==> config.mk <==
export PLATFORM = sky130hd
export DESIGN_NAME = button_debounce_and_quadrature_decode_top
export DESIGN_NICKNAME = d
export VERILOG_FILES = /design/src/sv/bdqd_pkg.sv /design/src/sv/button_debounce_and_quadrature_decode_top.sv
export SDC_FILE = /design/constraint.sdc
export NUM_CORES = 1
export LEC_CHECK = 0
export ABC_AREA = 0
export BUFFER_PORTS_ARGS = -buffer_cell sky130_fd_sc_hd__buf_2
export CAP_MARGIN = 25
export CORE_MARGIN = 5
export CORE_UTILIZATION = 30
export DETAILED_ROUTE_END_ITERATION = 10
export SKIP_LAST_GASP = 1
export SLEW_MARGIN = 20
export SYNTH_ARGS = -nofsm -noshare
export SYNTH_HDL_FRONTEND = slang
export SYNTH_SLANG_ARGS = --single-unit
==> constraint.sdc <==
create_clock -name clk_i -period 3.9 [get_ports clk_i]
set_input_delay 0.78 -clock clk_i [delete_from_list [all_inputs] [get_ports clk_i]]
set_output_delay 0.78 -clock clk_i [all_outputs]
set_load 0.01 [all_outputs]
==> src/sv/bdqd_pkg.sv <==
// Package for the button debounce and quadrature decode block.
// Holds the transaction payload structs and the encoder codes; no dependencies.
`timescale 1ns / 1ps

package bdqd_pkg;

  localparam int unsigned ButtonW = 8;
  localparam int unsigned PhaseW  = 2;
  localparam int unsigned PosW    = 32;
  localparam int unsigned ErrW    = 16;

  localparam logic [ButtonW-1:0] DebounceTicksReset = 8'd10;
  localparam logic [ButtonW-1:0] CounterMax         = 8'hFF;
  localparam logic [ErrW-1:0]    ErrorMax           = 16'hFFFF;

  // Phase change patterns of interest.
  localparam logic [PhaseW-1:0] EncLowBit = 2'b01;
  localparam logic [PhaseW-1:0] EncBoth   = 2'b11;

  typedef struct packed {
    logic [ButtonW-1:0] raw_buttons;
    logic [PhaseW-1:0]  enc_phases;
    logic               ack_changes;
  } bdqd_in_t;

  typedef struct packed {
    logic [ButtonW-1:0]     stable_buttons;
    logic [ButtonW-1:0]     stable_before;
    logic [ButtonW-1:0]     changed_map;
    logic signed [PosW-1:0] position;
    logic [ErrW-1:0]        error_count;
  } bdqd_out_t;

endpackage

==> src/sv/button_debounce_and_quadrature_decode_top.sv <==
// Top level of the button debounce and quadrature decode block.
// Depends on bdqd_pkg for the payload structs and encoder codes.
`timescale 1ns / 1ps

// Each input transaction is one sampling tick and yields exactly one result
// transaction, which appears in the output register in the cycle after the tick
// is accepted. The block takes a tick in every cycle unless the output stalls:
// all per-pin settle counters, the change map and the encoder state are updated
// by one short combinational pass at the accepting edge, so throughput is one
// tick per cycle. The output register holds a result while the consumer stalls,
// and a new tick is accepted whenever that register is empty or is being
// emptied in the same cycle. The debounce period is written
// through cfg_we_i/cfg_data_i and should only be changed while the block is idle.
module button_debounce_and_quadrature_decode_top #(
  parameter int unsigned PINS = 8
) (
  input  logic                       clk_i,
  input  logic                       rst_ni,
  input  logic                       in_valid_i,
  output logic                       in_ready_o,
  input  bdqd_pkg::bdqd_in_t         in_data_i,
  output logic                       out_valid_o,
  input  logic                       out_ready_i,
  output bdqd_pkg::bdqd_out_t        out_data_o,
  input  logic                       cfg_we_i,
  input  logic [bdqd_pkg::ButtonW-1:0] cfg_data_i
);
  import bdqd_pkg::*;

  // Pin vectors are at least as wide as the button field so that the result
  // can always be taken from the low bits.
  localparam int unsigned PinW = (PINS > ButtonW) ? PINS : ButtonW;

  logic               accept;
  logic [ButtonW-1:0] debounce_q;
  logic [ButtonW-1:0] reload;
  logic [PinW-1:0]    pin_mask;
  logic [PinW-1:0]    raw;
  logic [PinW-1:0]    toggled;
  logic [PinW-1:0]    settled;
  logic [PinW-1:0]    last_raw_q;
  logic [PinW-1:0]    stable_q, stable_d;
  logic [PinW-1:0]    accum_q, accum_d, accum_rep;
  logic [PhaseW-1:0]  phases_q;
  logic [PhaseW-1:0]  phase_diff;
  logic               dir;
  logic [PosW-1:0]    pos_q, pos_d;
  logic [ErrW-1:0]    err_q, err_d;
  logic               out_valid_q;
  bdqd_out_t          out_q, out_d;

  assign accept     = in_valid_i && in_ready_o;
  assign in_ready_o = !out_valid_q || out_ready_i;

  // The reload value saturates when the period is at its maximum.
  assign reload = (debounce_q == CounterMax) ? CounterMax : debounce_q + 8'd1;

  always_comb begin
    for (int i = 0; i < PinW; i++) begin
      pin_mask[i] = (i < PINS);
    end
  end

  assign raw     = PinW'(in_data_i.raw_buttons) & pin_mask;
  assign toggled = raw ^ last_raw_q;

  // One settle counter per pin; settled marks used pins that did not toggle and whose counter is already zero.
  for (genvar g = 0; g < PinW; g++) begin : g_pin
    if (g < PINS) begin : g_used
      logic [ButtonW-1:0] cnt_q, cnt_d;

      always_comb begin
        cnt_d = cnt_q;
        if (toggled[g]) begin
          cnt_d = reload;
        end else if (cnt_q != '0) begin
          cnt_d = cnt_q - 8'd1;
        end
      end

      assign settled[g] = !toggled[g] && (cnt_q == '0);

      always_ff @(posedge clk_i or negedge rst_ni) begin
        if (!rst_ni) begin
          cnt_q <= '0;
        end else if (accept) begin
          cnt_q <= cnt_d;
        end
      end
    end else begin : g_unused
      assign settled[g] = 1'b0;
    end
  end

  assign stable_d  = (stable_q & ~settled) | (raw & settled);
  assign accum_rep = accum_q | (stable_d ^ stable_q);
  assign accum_d   = in_data_i.ack_changes ? '0 : accum_rep;

  assign phase_diff = in_data_i.enc_phases ^ phases_q;
  assign dir        = in_data_i.enc_phases[1] ^ phases_q[0];

  always_comb begin
    pos_d = pos_q;
    err_d = err_q;
    case (phase_diff)
      EncBoth: begin
        if (err_q != ErrorMax) begin
          err_d = err_q + 16'd1;
        end
      end
      EncLowBit: begin
        pos_d = dir ? pos_q + 32'd1 : pos_q - 32'd1;
      end
      default: begin
        pos_d = pos_q;
      end
    endcase
  end

  always_comb begin
    out_d.stable_buttons = stable_d[ButtonW-1:0];
    out_d.stable_before  = stable_q[ButtonW-1:0];
    out_d.changed_map    = accum_rep[ButtonW-1:0];
    out_d.position       = pos_d;
    out_d.error_count    = err_d;
  end

  always_ff @(posedge clk_i or negedge rst_ni) begin
    if (!rst_ni) begin
      debounce_q  <= DebounceTicksReset;
      last_raw_q  <= '0;
      stable_q    <= '0;
      accum_q     <= '0;
      phases_q    <= '0;
      pos_q       <= '0;
      err_q       <= '0;
      out_valid_q <= 1'b0;
    end else begin
      if (cfg_we_i) begin
        debounce_q <= cfg_data_i;
      end
      if (accept) begin
        last_raw_q  <= raw;
        stable_q    <= stable_d;
        accum_q     <= accum_d;
        phases_q    <= in_data_i.enc_phases;
        pos_q       <= pos_d;
        err_q       <= err_d;
        out_valid_q <= 1'b1;
      end else if (out_ready_i) begin
        out_valid_q <= 1'b0;
      end
    end
  end

  always_ff @(posedge clk_i) begin
    if (accept) begin
      out_q <= out_d;
    end
  end

  assign out_valid_o = out_valid_q;
  assign out_data_o  = out_q;

  // Every accepted tick leaves a result waiting in the output register.
  a_result_follows: assert property (@(posedge clk_i) disable iff (!rst_ni)
    accept |=> out_valid_o)
    else $error("accepted tick produced no result");

  // The reported previous state is the stable state held before the tick.
  a_before_matches: assert property (@(posedge clk_i) disable iff (!rst_ni)
    accept |=> (out_data_o.stable_before == $past(stable_q[ButtonW-1:0])))
    else $error("stable_before does not match the held stable state");

  // The error tally only ever grows.
  a_err_monotonic: assert property (@(posedge clk_i) disable iff (!rst_ni)
    err_q >= $past(err_q))
    else $error("error tally decreased");

  // Pins beyond the configured count never become stable or flagged.
  a_unused_pins: assert property (@(posedge clk_i) disable iff (!rst_ni)
    ((stable_q & ~pin_mask) == '0) && ((accum_q & ~pin_mask) == '0))
    else $error("unused pin bit set");

endmodule
Yosys cells after proc, flatten, opt, wreduce, memory -nomap -nowiden
Index checks and enable logic that the tools add are counted.
{ "classes": {"reduce_logical": 52, "eq_ne": 4, "add_sub_neg": 12, "n_div": 0, "n_bitwise": 9, "n_mux": 24, "multipliers": 0, "shift": 0, "order_cmp": 0} }
{ "op_table": {"columns": ["op", "n"], "rows": [
  ["$mux 8", 18],
  ["$logic_not 8->1", 8],
  ["$mux 32", 2],
  ["$reduce_bool 8->1", 8],
  ["$sub 8x1->8 const B", 8],
  ["$add 32x1->32 const B", 1],
  ["$mux 16", 2],
  ["$sub 32x1->32 const B", 1],
  ["$reduce_bool 2->1", 9],
  ["$add 16x1->16 const B", 1],
  ["$and 8x8->8", 2],
  ["$ne 16x16->1 const B", 1],
  ["$or 8x8->8", 2],
  ["$reduce_and 2->1", 8],
  ["$xor 8x8->8", 2],
  ["$logic_and 1x1->1", 9],
  ["$logic_not 1->1", 9],
  ["$add 8x1->8 const B", 1],
  ["$eq 8x8->1 const B", 1],
  ["$not 8->8", 1],
  ["$eq 2x1->1 const B", 1],
  ["$eq 2x2->1 const B", 1],
  ["$mux 1", 2],
  ["$xor 2x2->2", 1],
  ["2 further kinds", 2]
]} }
{ "word_totals": {"input_bits": 24, "latchBits": 0, "memories": 0, "output_inout_bits": 74, "mem_bits_rw": 0, "reg_bits": 219, "mem_bits_ro": 0, "wordCells": 122} }

Depth between registers and ports, before layout
{ "logic_depth": {"ltp_word": 9, "mapped_depth": 12, "ltp_nobuf": 8} }

Worst setup path after synthesis
Ideal clock, no wire load.
{ "synth_path": {"path_type": "input to register", "start": "in out_ready_i", "end": "reg out_q, in the netlist out_data_o[0] (enable)", "arrival_ns": 3.912, "slack_ns": -0.476, "n_path_buf": 3, "required_time_ns": 3.436, "stages": 6, "setup_ns": 0.464, "path_cell_list": "nand2b_1 > nand2_1 > inv_1 > clkbuf_1 > clkbuf_1 > buf_1"} }
{ "synth_between": {"elab_chain_cells": 2} }
{ "synth_rtl": {"columns": ["element", "line", "source"], "rows": [
  ["start, declared", "button_debounce_and_quadrature_decode_top.sv:23", "input logic out_ready_i,"],
  ["$logic_or 1x1->1", "button_debounce_and_quadrature_decode_top.sv:53", "assign in_ready_o = !out_valid_q || out_ready_i;"],
  ["$logic_and 1x1->1", "button_debounce_and_quadrature_decode_top.sv:52", "assign accept = in_valid_i && in_ready_o;"],
  ["net accept", "button_debounce_and_quadrature_decode_top.sv:34", "logic accept;"],
  ["end signal, assigned", "button_debounce_and_quadrature_decode_top.sv:158", "out_q <= out_d;"],
  ["end, declared", "button_debounce_and_quadrature_decode_top.sv:50", "bdqd_out_t out_q, out_d;"]
]} }
The timed path passes the listed nets, and every way through them passes these cells.
A chain may end at the register's enable or synchronous reset.

Worst setup path in the final report
{ "layout_path": {"start": "reg phases_q[0]", "end": "reg out_q, in the netlist out_data_o[44], data pin"} }
{ "layout_between": {"elab_chain_cells": 3, "elab_cells_between_ends": 5, "cone_classes": "eq/ne (1); mux (2); bitwise (2)"} }
{ "layout_rtl": {"columns": ["element", "line", "source"], "rows": [
  ["start, declared", "button_debounce_and_quadrature_decode_top.sv:44", "logic [PhaseW-1:0] phases_q;"],
  ["start signal, assigned", "button_debounce_and_quadrature_decode_top.sv:146", "phases_q <= in_data_i.enc_phases;"],
  ["$xor 2x2->2 / $xor 1x1->1 (equally long branches)", "button_debounce_and_quadrature_decode_top.sv:99, button_debounce_and_quadrature_decode_top.sv:100", null],
  ["$eq 2x1->1 / $mux 32 (equally long branches)", "button_debounce_and_quadrature_decode_top.sv:105, button_debounce_and_quadrature_decode_top.sv:112", null],
  ["$mux 32 (*)", "button_debounce_and_quadrature_decode_top.sv:105", "case (phase_diff)"],
  ["net pos_d[28]", "button_debounce_and_quadrature_decode_top.sv:47", "logic [PosW-1:0] pos_q, pos_d;"]
]} }
Mark *: on every way through the listed nets, which the timed path passes. The rest lies on a longest branch.

==> impl_metrics.json <==
{
  "final_net_count": 1443,
  "drv_slew": 0,
  "die_w_um": 216,
  "synth_flop_cell": "dfrtp_1",
  "worstSetupEndpointType": "register",
  "max_slew_margin_pct": 41.2,
  "crit_fanout": 5,
  "cts_resized": 0,
  "gp_congestion": 0.893,
  "startpoint_type": "register",
  "ys_ff_latch": 219,
  "h-tree-depth": 1,
  "cts.sinks": 219,
  "synth.distinct_cells": 84,
  "vias_per_cell": 5.19,
  "finalHoldViolCount": 0,
  "io_buffers": 97,
  "fin_crit_ns": 2.82,
  "firstDrtPassIters": 7,
  "vias": 10200,
  "grt_pass1_wl_um": 53400,
  "drt_iter0_drc": 826,
  "routed_wl_um": 33100,
  "synth_nets": 1377,
  "yosysTopAreaCell": "dfrtp_1",
  "avgSynthCellArea_um2": 9.44,
  "num_rows": 75,
  "pin_count": 98,
  "place_inst": 1916,
  "clk_latency_ns": 0.55,
  "synth_area_leaders": "dfrtp_1, edfxtp_1, xnor2_1, nand2_1, nor2_1",
  "criticalPathCategory": "reg2reg",
  "ys_seq_area_share_pct": 46.1,
  "wl_per_cell_um": 16.8,
  "finalSetupTns_ns": 0,
  "die-area_um2": 46400,
  "syn2layout_area_growth_pct": 14.5,
  "syn-instance-count": 1342,
  "cts_hold_buf": 0,
  "cap_violations": 0,
  "dp_hpwl_um": 22800,
  "synth-edff-count": 72,
  "max_freq_mhz": 354,
  "final_layout_size_suffix_gt1_share_pct": 16.1,
  "antenna_found_initial": 2,
  "finalClockSkew_ns": 0.0188,
  "cts_made_buffers": 27,
  "final_cell_mix": "nand2_1, dfrtp_1, nor2_1",
  "coreArea_um2": 41900,
  "yosysTopAreaCellShare_pct": 28.6,
  "final_common_cell": "nand2_1",
  "finalCritPeriodShare_pct": 72.4,
  "path_clk_slew_ns": 0.06,
  "outcome": "finished clean",
  "synth-async-reset-ratio_pct": 67.1,
  "syn-cell-area_um2": 12700,
  "ant_nets": 0,
  "grt_pass1_vias": 9917,
  "start_util_pct": 30.3,
  "finalSetupViolCount": 0,
  "arrival_ns": 3.11,
  "cts_tree": "done",
  "p_leak_nw": 5.83,
  "cp.required_ns": 4.19,
  "drc": 0,
  "rsz0062_at_grt": "false",
  "cts_root_buf": "clkbuf_16",
  "grt_max_degree": 77,
  "die_h_um": 216,
  "powerDensity_nw_per_um2": 639,
  "grt-ovfl-total": 0,
  "synth_warnings": 0,
  "irDropWorstVdd_mv": 0.297,
  "layoutNonFillerInstCount": 1970,
  "grt.total_usage_pct": 13.9,
  "hold_path.class": "in2async",
  "tightest_slew_ns": 0.875,
  "cts_buffer_depth": 3,
  "post_cts_buffers": 0
}
## path summary, 6_finish.rpt
path	from	endpoint	slack (ns)	depth (start not counted)
setup / recovery	phases_q[0]	out_data_o[44]	1.08	8
hold / removal	rst_ni	g_pin[5].g_used.cnt_q[6]	0.27	1
setup reg to reg	phases_q[0]	out_data_o[44]	1.08	8
hold reg to reg	pos_q[31]	pos_q[31]	0.49	1
max in group asynchronous	rst_ni	g_pin[7].g_used.cnt_q[2]	2.72	2
min in group clk_i	in_data_i[0]	accum_q[3]	0.47	2
## final cells by class
type                       instances  area, um^2
sequential                       219        5840
multi-input combinational        999        6210
clock buffer                      38         757
timing repair buffer             126         754
clock inverter                    12         123
antenna                            2        5.00
inverter                          35         134
tap                              539         674
fill                            4288       27400
## metrics by stage
step	hold WS (ns)	power, mW	worst slack, ns	utilization (%)	area (um^2)
after detailed placement	0.483	6.80	0.337	32.5	13600
after global placement	0.477	6.74	0.425	32.5	13600
after global routing	0.326	9.91	0.876	34.6	14500
final	0.275	9.27	1.08	34.7	14500
after floorplan	0.450	6.01	0.559	-	12700
after CTS	0.295	9.34	0.744	34.6	14500
## synth_stat cells (23+ instances only)
cell	instances
mux2_2	23
nor3_1	48
o21ai_1	24
o21ai_0	84
mux2i_1	30
inv_1	35
xor2_1	42
xnor2_1	72
a21oi_1	82
edfxtp_1	72
dfrtp_1	145
nor4_1	29
nor2_1	130
nand3_1	31
nand2_1	153
clkbuf_1	52
## flip-flops by register name, summed over array words and instances (netlist names)
register	cells
debounce_q	8
g_pin.g_used.cnt_q	64
accum_q	8
stable_q	8
out_data_o	72
pos_q	32
err_q	16
last_raw_q	8
phases_q	2
out_valid_o	1
## report_power, final
part,total (mW),internal [mW],switching [mW],leakage (nW)
Sequential,3.97,3.08,0.886,2.55
Combinational,2.83,1.20,1.63,2.85
Clock,2.48,1.49,0.988,0.433
## per-layer routing
layer / wire [um] / track usage, % / up-vias
li1: - / - / 4931
met1: 14500 / 18.5 / 4957
met2: 15700 / 22.9 / 283
met3: 1930 / 2.76 / 59
met4: 911 / 4.18 / 0
met5: 0 / 0 / -
## kinds of logic after synthesis
family	count (synthesis)	share of synthesized area, %
AOI/OAI and AO/OA	285	13.9
muxes	59	5.08
and+or+nand+nor	528	20.7
buffers and inverters	124	4.87
xor gates and xnor gates	116	8.32
DFF	219	46.1
adders and majority gates	11	1.09
## critical path, stage by stage (launching register included)
cell	delay (ns)
dfrtp_1	0.59
xor2_4	0.23
xnor2_1	0.14
ha_1	0.25
a21boi_1	0.35
o211ai_1	0.29
a211oi_2	0.35
mux2i_1	0.27
xnor2_1	0.08
No activity file was read; power rests on OpenSTA's default activity.
